File: src/rtl/core/shape_pair_contact_events_defines.svh
// Assertion macros for the shape pair contact event RTL.
`ifndef SHAPE_PAIR_CONTACT_EVENTS_DEFINES_SVH
`define SHAPE_PAIR_CONTACT_EVENTS_DEFINES_SVH

`ifndef SYNTH

// Same-cycle implication, sampled on clk, off while rst_n is low.
`define SPCE_ASSERT_IMPL(label, ante, cons, msg) \
  label: assert property (@(posedge clk) disable iff (!rst_n) (ante) |-> (cons)) \
    else $error(msg);

// Next-cycle implication, sampled on clk, off while rst_n is low.
`define SPCE_ASSERT_NEXT(label, ante, cons, msg) \
  label: assert property (@(posedge clk) disable iff (!rst_n) (ante) |=> (cons)) \
    else $error(msg);

`else

`define SPCE_ASSERT_IMPL(label, ante, cons, msg)

`define SPCE_ASSERT_NEXT(label, ante, cons, msg)

`endif

`endif

File: src/rtl/core/spce_pkg.sv
// Types and constants for the shape pair contact event block.
package spce_pkg;

  localparam int PAIR_COUNT = 256;
  localparam int IDX_W      = (PAIR_COUNT > 1) ? $clog2(PAIR_COUNT) : 1;

  typedef enum logic [1:0] {
    FN_CIRC_CIRC,
    FN_BOX_BOX,
    FN_CIRC_BOX,
    FN_BOX_CIRC
  } func_t;

  typedef enum logic [1:0] {
    EV_NONE,
    EV_ENTER,
    EV_STAY,
    EV_EXIT
  } event_t;

  typedef struct packed {
    func_t             func;
    logic [IDX_W-1:0]  idx;
    logic signed [15:0] a_x;
    logic signed [15:0] a_y;
    logic [14:0]       a_w;
    logic [14:0]       a_h;
    logic signed [15:0] b_x;
    logic signed [15:0] b_y;
    logic [14:0]       b_w;
    logic [14:0]       b_h;
    logic              a_trigger;
    logic              b_trigger;
  } pair_t;

  typedef struct packed {
    logic             valid;
    logic [IDX_W-1:0] idx;
    logic             hit;
    logic             first_trig;
    logic             second_trig;
  } ovl_res_t;

endpackage

File: src/rtl/core/spce_in_if.sv
// Input channel: one collider pair per transfer.
interface spce_in_if;
  logic              valid;
  logic              ready;
  logic [1:0]        func;
  logic [7:0]        pair_id;
  logic signed [15:0] a_x;
  logic signed [15:0] a_y;
  logic [14:0]       a_w;
  logic [14:0]       a_h;
  logic signed [15:0] b_x;
  logic signed [15:0] b_y;
  logic [14:0]       b_w;
  logic [14:0]       b_h;
  logic              a_trigger;
  logic              b_trigger;

  modport source (
    output valid, func, pair_id, a_x, a_y, a_w, a_h, b_x, b_y, b_w, b_h,
           a_trigger, b_trigger,
    input  ready
  );

  modport sink (
    input  valid, func, pair_id, a_x, a_y, a_w, a_h, b_x, b_y, b_w, b_h,
           a_trigger, b_trigger,
    output ready
  );
endinterface

File: src/rtl/core/spce_out_if.sv
// Result channel: overlap flag and contact events per transfer.
interface spce_out_if;
  logic       valid;
  logic       ready;
  logic       hit;
  logic [1:0] first_event;
  logic       first_is_trigger;
  logic [1:0] second_event;
  logic       second_is_trigger;

  modport source (
    output valid, hit, first_event, first_is_trigger, second_event,
           second_is_trigger,
    input  ready
  );

  modport sink (
    input  valid, hit, first_event, first_is_trigger, second_event,
           second_is_trigger,
    output ready
  );
endinterface

File: src/rtl/core/spce_overlap.sv
// Three-stage overlap test pipeline for circle and box pairs.
module spce_overlap (
  input  logic                     clk,
  input  logic                     rst_n,
  input  logic                     en,
  input  logic                     in_valid,
  input  spce_pkg::pair_t          item,
  output logic [spce_pkg::IDX_W-1:0] rd_idx,
  output spce_pkg::ovl_res_t       res
);
  import spce_pkg::*;

  // stage 1: operands after swap
  logic               s1_valid_r;
  logic               s1_cc_r;
  logic               s1_bb_r;
  logic [IDX_W-1:0]   s1_idx_r;
  logic signed [15:0] s1_ax_r, s1_ay_r, s1_bx_r, s1_by_r;
  logic [14:0]        s1_aw_r, s1_ah_r, s1_bw_r, s1_bh_r;
  logic               s1_at_r, s1_bt_r;
  logic               swap;

  assign swap = (item.func == FN_BOX_CIRC);

  always_ff @(posedge clk) begin
    if (!rst_n) begin
      s1_valid_r <= 1'b0;
    end else if (en) begin
      s1_valid_r <= in_valid;
    end
  end

  always_ff @(posedge clk) begin
    if (en) begin
      s1_cc_r  <= (item.func == FN_CIRC_CIRC);
      s1_bb_r  <= (item.func == FN_BOX_BOX);
      s1_idx_r <= item.idx;
      s1_ax_r  <= swap ? item.b_x : item.a_x;
      s1_ay_r  <= swap ? item.b_y : item.a_y;
      s1_aw_r  <= swap ? item.b_w : item.a_w;
      s1_ah_r  <= swap ? item.b_h : item.a_h;
      s1_bx_r  <= swap ? item.a_x : item.b_x;
      s1_by_r  <= swap ? item.a_y : item.b_y;
      s1_bw_r  <= swap ? item.a_w : item.b_w;
      s1_bh_r  <= swap ? item.a_h : item.b_h;
      s1_at_r  <= swap ? item.b_trigger : item.a_trigger;
      s1_bt_r  <= swap ? item.a_trigger : item.b_trigger;
    end
  end

  // stage 1 logic: box edges, differences, clamps
  logic signed [16:0] ax_e, ay_e, bx_e, by_e;
  logic signed [16:0] ax_hi, ay_hi, bx_hi, by_hi;
  logic signed [16:0] cx, cy;
  logic signed [17:0] dx_nxt, dy_nxt;
  logic [15:0]        r_nxt;
  logic               box_hit_nxt;

  always_comb begin
    ax_e  = 17'(s1_ax_r);
    ay_e  = 17'(s1_ay_r);
    bx_e  = 17'(s1_bx_r);
    by_e  = 17'(s1_by_r);
    ax_hi = ax_e + $signed({2'b00, s1_aw_r});
    ay_hi = ay_e + $signed({2'b00, s1_ah_r});
    bx_hi = bx_e + $signed({2'b00, s1_bw_r});
    by_hi = by_e + $signed({2'b00, s1_bh_r});
    box_hit_nxt = (ax_hi > bx_e) && (ax_e < bx_hi) && (ay_hi > by_e) && (ay_e < by_hi);
    // closest point of the box to the circle centre
    cx = (ax_e < bx_e) ? bx_e : ((ax_e > bx_hi) ? bx_hi : ax_e);
    cy = (ay_e < by_e) ? by_e : ((ay_e > by_hi) ? by_hi : ay_e);
    if (s1_cc_r) begin
      dx_nxt = 18'(ax_e) - 18'(bx_e);
      dy_nxt = 18'(ay_e) - 18'(by_e);
      r_nxt  = {1'b0, s1_aw_r} + {1'b0, s1_bw_r};
    end else begin
      dx_nxt = 18'(ax_e) - 18'(cx);
      dy_nxt = 18'(ay_e) - 18'(cy);
      r_nxt  = {1'b0, s1_aw_r};
    end
  end

  // stage 2: differences and radius
  logic               s2_valid_r;
  logic               s2_bb_r;
  logic               s2_box_hit_r;
  logic [IDX_W-1:0]   s2_idx_r;
  logic signed [17:0] s2_dx_r, s2_dy_r;
  logic [15:0]        s2_r_r;
  logic               s2_at_r, s2_bt_r;

  always_ff @(posedge clk) begin
    if (!rst_n) begin
      s2_valid_r <= 1'b0;
    end else if (en) begin
      s2_valid_r <= s1_valid_r;
    end
  end

  always_ff @(posedge clk) begin
    if (en) begin
      s2_bb_r      <= s1_bb_r;
      s2_box_hit_r <= box_hit_nxt;
      s2_idx_r     <= s1_idx_r;
      s2_dx_r      <= dx_nxt;
      s2_dy_r      <= dy_nxt;
      s2_r_r       <= r_nxt;
      s2_at_r      <= s1_at_r;
      s2_bt_r      <= s1_bt_r;
    end
  end

  assign rd_idx = s2_idx_r;

  // stage 2 logic: squares, each below 2^32
  logic signed [35:0] px, py;
  logic [31:0]        rr_nxt;

  assign px     = s2_dx_r * s2_dx_r;
  assign py     = s2_dy_r * s2_dy_r;
  assign rr_nxt = s2_r_r * s2_r_r;

  // stage 3: squares
  logic             s3_valid_r;
  logic             s3_bb_r;
  logic             s3_box_hit_r;
  logic [IDX_W-1:0] s3_idx_r;
  logic [31:0]      s3_sqx_r, s3_sqy_r, s3_rr_r;
  logic             s3_at_r, s3_bt_r;

  always_ff @(posedge clk) begin
    if (!rst_n) begin
      s3_valid_r <= 1'b0;
    end else if (en) begin
      s3_valid_r <= s2_valid_r;
    end
  end

  always_ff @(posedge clk) begin
    if (en) begin
      s3_bb_r      <= s2_bb_r;
      s3_box_hit_r <= s2_box_hit_r;
      s3_idx_r     <= s2_idx_r;
      s3_sqx_r     <= px[31:0];
      s3_sqy_r     <= py[31:0];
      s3_rr_r      <= rr_nxt;
      s3_at_r      <= s2_at_r;
      s3_bt_r      <= s2_bt_r;
    end
  end

  logic [32:0] dist2;

  assign dist2 = {1'b0, s3_sqx_r} + {1'b0, s3_sqy_r};

  always_comb begin
    res.valid       = s3_valid_r;
    res.idx         = s3_idx_r;
    res.hit         = s3_bb_r ? s3_box_hit_r : (dist2 < {1'b0, s3_rr_r});
    res.first_trig  = s3_at_r;
    res.second_trig = s3_bt_r;
  end

endmodule

File: src/rtl/core/shape_pair_contact_events.sv
// Top level: collider pair overlap test with per-pair contact events.
//
// Usage:
//   in_s takes one collider pair per transfer (valid/ready). A box-circle
//   pair is swapped so the circle is the first side, trigger flags too.
//   out_s delivers one result per pair, in order: the overlap flag, an
//   enter/stay/exit/none event for each side and the side's trigger flag.
//   Coordinates and sizes are Q12.4; all overlap compares are strict.
// Timing:
//   One pair is accepted every cycle while the output is not stalled;
//   the contact memory is read one stage ahead and written in the stage
//   after, with forwarding of the last write so back-to-back pairs with
//   the same pair_id see each other's update.
// Reset:
//   rst_n (synchronous, active low) empties the pipeline and marks every
//   contact entry as clear through per-entry valid bits; no clearing pass.
// Stall:
//   While a result waits and out_s.ready is low, the whole pipeline holds
//   and in_s.ready drops; nothing is lost or repeated.
`include "shape_pair_contact_events_defines.svh"

module shape_pair_contact_events (
  input  logic      clk,
  input  logic      rst_n,
  spce_in_if.sink   in_s,
  spce_out_if.source out_s
);
  import spce_pkg::*;

  // Pipeline advances whenever the output register is free or being taken.
  logic adv;
  logic out_valid_r;

  assign adv        = !out_valid_r || out_s.ready;
  assign in_s.ready = adv;

  // Pack the input transfer; the pair index wraps to the table size.
  pair_t item;

  always_comb begin
    item.func      = func_t'(in_s.func);
    item.idx       = IDX_W'(in_s.pair_id);
    item.a_x       = in_s.a_x;
    item.a_y       = in_s.a_y;
    item.a_w       = in_s.a_w;
    item.a_h       = in_s.a_h;
    item.b_x       = in_s.b_x;
    item.b_y       = in_s.b_y;
    item.b_w       = in_s.b_w;
    item.b_h       = in_s.b_h;
    item.a_trigger = in_s.a_trigger;
    item.b_trigger = in_s.b_trigger;
  end

  logic [IDX_W-1:0] rd_idx;
  ovl_res_t         s3;

  spce_overlap u_overlap (
    .clk      (clk),
    .rst_n    (rst_n),
    .en       (adv),
    .in_valid (in_s.valid),
    .item     (item),
    .rd_idx   (rd_idx),
    .res      (s3)
  );

  // Contact memory: bit 0 first side, bit 1 second side. Entries not yet
  // written since reset read as clear through the valid bits.
  logic [1:0]            contact_mem [PAIR_COUNT];
  logic [PAIR_COUNT-1:0] ent_vld_r;
  logic [1:0]            rd_data_r;
  logic                  rd_vld_r;
  logic                  wr_en;
  logic [1:0]            wr_data;

  assign wr_en   = adv && s3.valid;
  assign wr_data = {s3.hit, s3.hit};

  // Read for the item moving into the last overlap stage; hold on stall.
  always_ff @(posedge clk) begin
    if (adv) begin
      rd_data_r <= contact_mem[rd_idx];
      rd_vld_r  <= ent_vld_r[rd_idx];
    end
  end

  always_ff @(posedge clk) begin
    if (wr_en) begin
      contact_mem[s3.idx] <= wr_data;
    end
  end

  always_ff @(posedge clk) begin
    if (!rst_n) begin
      ent_vld_r <= '0;
    end else if (wr_en) begin
      ent_vld_r[s3.idx] <= 1'b1;
    end
  end

  // Last write, kept for forwarding: the read above misses a write made
  // at the same edge.
  logic             wr_valid_r;
  logic [IDX_W-1:0] wr_idx_r;
  logic [1:0]       wr_data_r;

  always_ff @(posedge clk) begin
    if (!rst_n) begin
      wr_valid_r <= 1'b0;
    end else if (adv) begin
      wr_valid_r <= wr_en;
    end
  end

  always_ff @(posedge clk) begin
    if (adv) begin
      wr_idx_r  <= s3.idx;
      wr_data_r <= wr_data;
    end
  end

  logic       fwd_hit;
  logic [1:0] cur_bits;
  event_t     first_ev, second_ev;

  assign fwd_hit  = wr_valid_r && (wr_idx_r == s3.idx);
  assign cur_bits = fwd_hit ? wr_data_r : (rd_vld_r ? rd_data_r : 2'b00);

  // Enter on a new contact, stay while it lasts, exit when it ends.
  always_comb begin
    unique case ({s3.hit, cur_bits[0]})
      2'b11:   first_ev = EV_STAY;
      2'b10:   first_ev = EV_ENTER;
      2'b01:   first_ev = EV_EXIT;
      default: first_ev = EV_NONE;
    endcase
    unique case ({s3.hit, cur_bits[1]})
      2'b11:   second_ev = EV_STAY;
      2'b10:   second_ev = EV_ENTER;
      2'b01:   second_ev = EV_EXIT;
      default: second_ev = EV_NONE;
    endcase
  end

  // Output register: load on advance, hold while the receiver stalls.
  logic   out_hit_r;
  event_t out_ev1_r, out_ev2_r;
  logic   out_trg1_r, out_trg2_r;

  always_ff @(posedge clk) begin
    if (!rst_n) begin
      out_valid_r <= 1'b0;
    end else if (adv) begin
      out_valid_r <= s3.valid;
    end
  end

  always_ff @(posedge clk) begin
    if (wr_en) begin
      out_hit_r  <= s3.hit;
      out_ev1_r  <= first_ev;
      out_ev2_r  <= second_ev;
      out_trg1_r <= s3.first_trig;
      out_trg2_r <= s3.second_trig;
    end
  end

  assign out_s.valid             = out_valid_r;
  assign out_s.hit               = out_hit_r;
  assign out_s.first_event       = out_ev1_r;
  assign out_s.first_is_trigger  = out_trg1_r;
  assign out_s.second_event      = out_ev2_r;
  assign out_s.second_is_trigger = out_trg2_r;

  `SPCE_ASSERT_IMPL(a_stall_only_when_full, !in_s.ready, out_valid_r, "input stalled with empty output register")
  `SPCE_ASSERT_IMPL(a_side_bits_agree, wr_valid_r, wr_data_r[0] == wr_data_r[1], "contact bits of one pair disagree")
  `SPCE_ASSERT_NEXT(a_result_loaded, wr_en, out_valid_r && (out_hit_r == $past(s3.hit)), "result not loaded into output register")
  `SPCE_ASSERT_IMPL(a_forward_stay, s3.valid && fwd_hit && wr_data_r[0] && s3.hit, first_ev == EV_STAY, "forwarded contact did not give stay")

endmodule

File: src/flat_wrapper.sv
// flat-port wrapper written by rule: the top's interface ports become plain ports
module shape_pair_contact_events_flat import spce_pkg::*;
  (clk, rst_n, in_s_valid, in_s_func, in_s_pair_id, in_s_a_x, in_s_a_y, in_s_a_w, in_s_a_h, in_s_b_x, in_s_b_y, in_s_b_w, in_s_b_h, in_s_a_trigger, in_s_b_trigger, in_s_ready, out_s_valid, out_s_hit, out_s_first_event, out_s_first_is_trigger, out_s_second_event, out_s_second_is_trigger, out_s_ready);
  spce_in_if in_s_i ();
  spce_out_if out_s_i ();
  input  logic clk;
  input  logic rst_n;
  input wire logic [$bits(in_s_i.valid)-1:0] in_s_valid;
  input wire logic [$bits(in_s_i.func)-1:0] in_s_func;
  input wire logic [$bits(in_s_i.pair_id)-1:0] in_s_pair_id;
  input wire logic [$bits(in_s_i.a_x)-1:0] in_s_a_x;
  input wire logic [$bits(in_s_i.a_y)-1:0] in_s_a_y;
  input wire logic [$bits(in_s_i.a_w)-1:0] in_s_a_w;
  input wire logic [$bits(in_s_i.a_h)-1:0] in_s_a_h;
  input wire logic [$bits(in_s_i.b_x)-1:0] in_s_b_x;
  input wire logic [$bits(in_s_i.b_y)-1:0] in_s_b_y;
  input wire logic [$bits(in_s_i.b_w)-1:0] in_s_b_w;
  input wire logic [$bits(in_s_i.b_h)-1:0] in_s_b_h;
  input wire logic [$bits(in_s_i.a_trigger)-1:0] in_s_a_trigger;
  input wire logic [$bits(in_s_i.b_trigger)-1:0] in_s_b_trigger;
  output wire logic [$bits(in_s_i.ready)-1:0] in_s_ready;
  output wire logic [$bits(out_s_i.valid)-1:0] out_s_valid;
  output wire logic [$bits(out_s_i.hit)-1:0] out_s_hit;
  output wire logic [$bits(out_s_i.first_event)-1:0] out_s_first_event;
  output wire logic [$bits(out_s_i.first_is_trigger)-1:0] out_s_first_is_trigger;
  output wire logic [$bits(out_s_i.second_event)-1:0] out_s_second_event;
  output wire logic [$bits(out_s_i.second_is_trigger)-1:0] out_s_second_is_trigger;
  input wire logic [$bits(out_s_i.ready)-1:0] out_s_ready;
  assign in_s_i.valid = in_s_valid;
  assign in_s_i.func = in_s_func;
  assign in_s_i.pair_id = in_s_pair_id;
  assign in_s_i.a_x = in_s_a_x;
  assign in_s_i.a_y = in_s_a_y;
  assign in_s_i.a_w = in_s_a_w;
  assign in_s_i.a_h = in_s_a_h;
  assign in_s_i.b_x = in_s_b_x;
  assign in_s_i.b_y = in_s_b_y;
  assign in_s_i.b_w = in_s_b_w;
  assign in_s_i.b_h = in_s_b_h;
  assign in_s_i.a_trigger = in_s_a_trigger;
  assign in_s_i.b_trigger = in_s_b_trigger;
  assign in_s_ready = in_s_i.ready;
  assign out_s_valid = out_s_i.valid;
  assign out_s_hit = out_s_i.hit;
  assign out_s_first_event = out_s_i.first_event;
  assign out_s_first_is_trigger = out_s_i.first_is_trigger;
  assign out_s_second_event = out_s_i.second_event;
  assign out_s_second_is_trigger = out_s_i.second_is_trigger;
  assign out_s_i.ready = out_s_ready;
  shape_pair_contact_events u_core (.clk(clk), .rst_n(rst_n), .in_s(in_s_i), .out_s(out_s_i));
endmodule
File: config.mk
export PLATFORM = sky130hd
export DESIGN_NAME = shape_pair_contact_events_flat
export DESIGN_NICKNAME = d
export VERILOG_FILES = /design/src/rtl/core/spce_pkg.sv /design/src/rtl/core/spce_in_if.sv /design/src/rtl/core/spce_out_if.sv /design/src/rtl/core/spce_overlap.sv /design/src/rtl/core/shape_pair_contact_events.sv /design/src/flat_wrapper.sv
export VERILOG_INCLUDE_DIRS = /design/src /design/src/rtl/core
export SDC_FILE = /design/constraint.sdc
export NUM_CORES = 2
export LEC_CHECK = 0
export BUFFER_PORTS_ARGS = -buffer_cell sky130_fd_sc_hd__buf_2
export CORE_MARGIN = 3
export CORE_UTILIZATION = 62
export CTS_CLUSTER_SIZE = 24
export DETAILED_ROUTE_END_ITERATION = 7
export PLACE_DENSITY = 0.83
export SLEW_MARGIN = 20
export SYNTH_ARGS = -nofsm -noshare
export SYNTH_HDL_FRONTEND = slang
export SYNTH_SLANG_ARGS = --single-unit
File: constraint.sdc
create_clock -name clk -period 10.45 [get_ports clk]
set_input_delay 0.5225 -clock clk [delete_from_list [all_inputs] [get_ports clk]]
set_output_delay 0.5225 -clock clk [all_outputs]
set_load 0.02 [all_outputs]
# Word level (Yosys, flattened, before mapping)
# Memories as Yosys holds them, arrays and structs flattened. A register that Yosys moved wholly into a read port is not among the register bits.
# Cells that the tools add are included.
# op_classes
addsub	10
multipliers	3
n_lt_le_gt_ge	12
n_eq_ne	9
muxes	28
n_bitwise	1
n_reduce_logical	9
# ops
cell	count
256-bit OR	1
15-bit 2-to-1 mux	5
16-bit by 16-bit adder with 17-bit output	4
17-bit 2-to-1 mux	4
18-bit by 18-bit multiplier with 32-bit output	2
16-bit 2-to-1 mux	4
18-bit 2-to-1 mux	2
16-bit by 17-bit subtractor with 18-bit output	2
16-bit by 17-bit greater-than comparator with 1-bit output	2
17-bit by 16-bit greater-than comparator with 1-bit output	2
16-bit by 17-bit less-than comparator with 1-bit output	2
16-bit by 16-bit subtractor with 17-bit output	2
32-bit by 32-bit adder with 33-bit output	1
33-bit by 32-bit less-than comparator with 1-bit output	1
16-bit less-than comparator	2
16-bit by 16-bit multiplier with 32-bit output	1
8-bit by 9-bit less-than comparator with 1-bit output (second input constant)	2
15-bit by 15-bit adder with 16-bit output	1
2-bit one-hot mux with 3 select lines	2
2-bit == test (second input constant)	5
1-bit binary-select mux with 8-bit select	1
1-bit demux with 8-bit select	1
8-bit == test	1
8-bit by 1-bit >= comparator with 1-bit output (second input constant)	1
7 further kinds	21
# totals
regBits	586
ramBits	512
in_bits	140
out_inout_bits	9
word_cells	117
memories	1
# memory_table
memory	words	word_bits	read_ports	rd_clocked_by_memory_dff	wr	line_no	rtl
u_core.contact_mem	256	2	1	1	1	shape_pair_contact_events.sv:70	logic [1:0] contact_mem [PAIR_COUNT];

# Longest topological paths before layout
# depth
ltp_word	6
ltp_mapped	32
mapped_depth_nobuf	31

# By module
# A second synthesis with hierarchy kept.
# hier_totals
hier_cells	6491
hier_area_um2	69434.1
# by_module_without_submodules
module	n_inst	cells_each	area_each_um2	seq_area_each_um2
spce_overlap	1	4866	48127.4	9218.8
shape_pair_contact_events	1	1625	21306.7	13332.8

# Worst setup path before layout
# No wires, ideal clock.
# synth_timing
path_type	reg2reg
startpoint	register u_core.u_overlap.s3_sqx_r[3]
endpoint	memory u_core.contact_mem[0][0], data pin
setup_ps	911
arrival_time_ps	6803
required_ps	9539
slack_ps	2737
stages_incl_launch_ff	20
path_buffers	0
period_less_slack_ps	7713
path_cell_list	edfxtp_1 ha_1 a211oi_1 o21ai_1 a21oi_1 o21bai_1 a21o_1 and2_1 o21a_1 nor2_1 xnor2_1 ha_1 nand4_1 inv_1 a221oi_1 o21ai_0 a21oi_1 o21ai_0 o221ai_1 a32o_1
# synth_lines
item	line_no	rtl
start: declaration	spce_overlap.sv:128	logic [31:0] s3_sqx_r, s3_sqy_r, s3_rr_r;
start signal: assignment	spce_overlap.sv:144	s3_sqx_r <= px[31:0];
end: declaration	shape_pair_contact_events.sv:70	

# Worst setup path in the final report
# layout_timing
startpoint	register u_core.u_overlap.s1_by_r[0]
endpoint	register u_core.u_overlap.s2_dy_r[16], data pin
# layout_between
elab_chain_len	6
word_cells_on_any_way	8
cone_classes	add/sub (3); order compare (2); mux (3)
# layout_lines
item	line_no	rtl
start: declaration	spce_overlap.sv:18	logic signed [15:0] s1_ax_r, s1_ay_r, s1_bx_r, s1_by_r;
start signal: assignment	spce_overlap.sv:43	s1_by_r <= swap ? item.a_y : item.b_y;
16-bit by 16-bit adder with 17-bit output	spce_overlap.sv:67	by_hi = by_e + $signed({2'b00, s1_bh_r});
16-bit by 17-bit greater-than comparator with 1-bit output	spce_overlap.sv:71	cy = (ay_e < by_e) ? by_e : ((ay_e > by_hi) ? by_hi : ay_e);
17-bit 2-to-1 mux (2 in series)	spce_overlap.sv:71	
16-bit by 17-bit subtractor with 18-bit output	spce_overlap.sv:78	dy_nxt = 18'(ay_e) - 18'(cy);
18-bit 2-to-1 mux (*)	spce_overlap.sv:72	if (s1_cc_r) begin
via u_core.u_overlap.dy_nxt[16]	spce_overlap.sv:55	logic signed [17:0] dx_nxt, dy_nxt;
end signal: assignment	spce_overlap.sv:106	s2_dy_r <= dy_nxt;
end: declaration	spce_overlap.sv:88	logic signed [17:0] s2_dx_r, s2_dy_r;
# Mark *: on every way through the listed nets, which the timed path passes. The rest lies on a longest branch.
# A chain may end at the register's enable or synchronous reset.

==> flow_summary.yaml <==
outcome:
  outcome: "finished clean"
sta:
  setup_viol: 0
  rsz0062_at_grt: "no"
  period_share: 0.789
  period_minus_slack_ns: 8.24
  skew_ns: 0.0662
  fmax_mhz: 121
  slew_viol_final: 0
  worst_slack_ns: 2.21
  slew_headroom: 0.189
  hold_viol: 0
  worst_pin_slew_ns: 1.21
  finalSetupTns_ns: 0
logic_synthesis:
  synth_area_mm2: 0.0690
  ys_seq_elements: 838
  syn_inst: 6257
  synthSimpleGateAreaFrac: 0.0888
  yosys.area.top_type: "edfxtp_1"
  synth_compound_area_frac: 0.0944
  synthTopCellsByArea: "edfxtp_1 25%, fa_1 21%, ha_1 10%"
  synth-edff-count: 577
  synth_top_family_by_area: "adder cells"
  synthDistinctLibCells: 79
  synth_xor_area_frac: 0.0335
  synth_nets: 7666
  yosysWarningCount: 0
  synthFlopType: "edfxtp_1"
  synthAdderAreaFrac: 0.307
  synth_seq_area_share: 0.327
  yosysTopAreaCellShare: 0.251
  synthMuxAreaShare: 0.0804
  syn_avg_cell_area_um2: 11.0
  async_reset_ff_frac: 0
route:
  drt_iter0_drc: 3998
  drc: 0
  wl_per_cell_um: 20.1
  routed_wl_um: 158000
  routed_via_density: 5.97
  drt_first_pass_iters: 7
  dr_total_vias: 47043
  ant_nets: 0
placed_design:
  post-dp-hpwl_um: 117000
  globalplace.congestion: 0.918
  io_buffers: 148
  pre_cts_slack_ns: 2.44
finish:
  layout_common_cells: "1039 x inv_1, 707 x fa_1, 577 x edfxtp_1"
  diodes: 0
  area_growth_pct: 7.36
  drive_gt1_frac: 0.0958
  final_nets: 7734
  fill_cells: 7795
  seqCellArea_mm2: 0.0226
  multiInputGateArea_mm2: 0.0417
  final_common_cell: "inv_1"
floorplanning:
  die_y_um: 340
  core_mm2: 0.110
  io_pins: 149
  die_w_um: 340
  initial_core_util: 0.630
  fp-row-count: 121
  dieArea_mm2: 0.115
critical_path:
  critical-path-slowest-cell: "o41ai_1"
  cp.arrival_ns: 8.64
  worstSetupPathType: "register to register"
  crit_required_ns: 10.84
  worstSetupEndpointType: "register"
  crit_fanout: 32
  start_kind: "register"
  critPathMaxStageDelay_ns: 0.62
run:
  cap_violations: 0
global_routing:
  antenna_found_initial: 2
  grt_pass1_wl_um: 259000
  grt_max_degree: 123
  grt.overflow.total: 0
  first_global_vias: 50130
  grt_usage: 0.280
clocking:
  clk_pin_slew_worst_paths_ns: 0.07
  clk_path_buf_depth: 3
  clk_latency_ns: 0.69
  cts_buffers: 87
  cts_sinks: 838
  clock_tree.root_cell: "clkbuf_16"
  htreeDepth: 3
  cts_tree: "done"
  cts_setup_buffers: 0
min_path:
  worstHoldPathType: "primary input to register"
-- state kept, by name (all words and copies together) (netlist names), 18 cells and up --
register                   flops
u_core.contact_mem           256
u_core.ent_vld_r             256
u_core.u_overlap.s3_rr_r      31
u_core.u_overlap.s3_sqx_r     31
u_core.u_overlap.s3_sqy_r     31
u_core.u_overlap.s2_dx_r      18
u_core.u_overlap.s2_dy_r      18
-- synthesized netlist by cell type (15+ instances only) --
master	number
xor2_1	89
mux4_2	168
inv_1	1039
o21ai_1	95
and2_1	169
o21ai_0	61
edfxtp_1	577
nor2_1	461
nand2b_1	49
a21o_1	89
a31oi_1	23
mux2_1	40
nand4_1	20
mux2_2	98
dfxtp_1	261
and3_1	15
a21oi_1	196
o21bai_1	25
xnor2_1	175
nor2b_1	64
fa_1	707
o21a_1	302
a211oi_1	39
nor3_1	50
clkbuf_1	181
mux2i_1	21
nand3_1	57
nand2_1	394
ha_1	562
-- layer usage --
layer / routed length, um / GRT usage
met1: 63000 / 0.376
met2: 77400 / 0.470
met3: 12100 / 0.0394
met4: 5550 / 0.0961
met5: 27 / 0
-- worst max-delay path: cells and delay by family, from the launching register on --
family	cells	cell delay, ns
buf+inv	2	0.15
flops	1	0.46
compound gates	16	4.58
mux	1	0.23
xor+xnor	1	0.18
simple gates	6	0.97
fa+ha+maj	5	1.38
-- cell type report --
type	instances	share of cell area
Timing Repair Buffer	192	0.0148
Clock buffer	121	0.0331
Sequential cell	838	0.304
Multi-Input combinational cell	4164	0.563
Inverter	1042	0.0529
Clock inverter	42	0.00679
Tap cell	1476	0.0249
-- through the flow --
step	instances	utilization	hold slack (ns)	instance area (um^2)
5_1_grt	7875	0.676	0.0286	74100
6_report	7875	0.676	0.0441	74100
2_1_floorplan	6257	-	0.400	69000
4_1_cts	7875	0.676	0.0186	74100
3_3_place_gp	7706	0.648	0.402	71100
3_5_place_dp	7706	0.648	0.406	71100
-- repair_timing --
action,4_1_cts,5_1_grt
gates resized for setup,0,0
hold buffers,6,0
endpoints found under the hold margin,6,0
-- path summary, 6_finish.rpt --
check,from,endpoint,slack (ns),cells past startpoint
worst min-delay path,in_s_pair_id[3],u_core.u_overlap.s1_idx_r[3]$_DFFE_PN_,0.04,1
worst max-delay path,u_core.u_overlap.s1_by_r[0]$_DFFE_PN_,u_core.u_overlap.s2_dy_r[16]$_DFFE_PN_,2.21,31
worst max register to register,u_core.u_overlap.s1_by_r[0]$_DFFE_PN_,u_core.u_overlap.s2_dy_r[16]$_DFFE_PN_,2.21,31
worst min register to register,u_core.u_overlap.s1_idx_r[5]$_DFFE_PN_,u_core.u_overlap.rd_idx[5]$_DFFE_PN_,0.42,0
-- cell families (layout without fill, tap and decap cells) --
| logic type | after synthesis | after routing |
|---|---|---|
| AOI/OAI and AO/OA | 970 | 970 |
| xor gates and xnor gates | 264 | 264 |
| adders and majority gates | 1269 | 1269 |
| buffers and inverters | 1255 | 1397 |
| DFF | 838 | 838 |
| muxes | 327 | 327 |
| and+or+nand+nor | 1334 | 1334 |
Power is not shown: default switching activity piles up to over one toggle a cycle in this logic, so the estimate is an artifact.
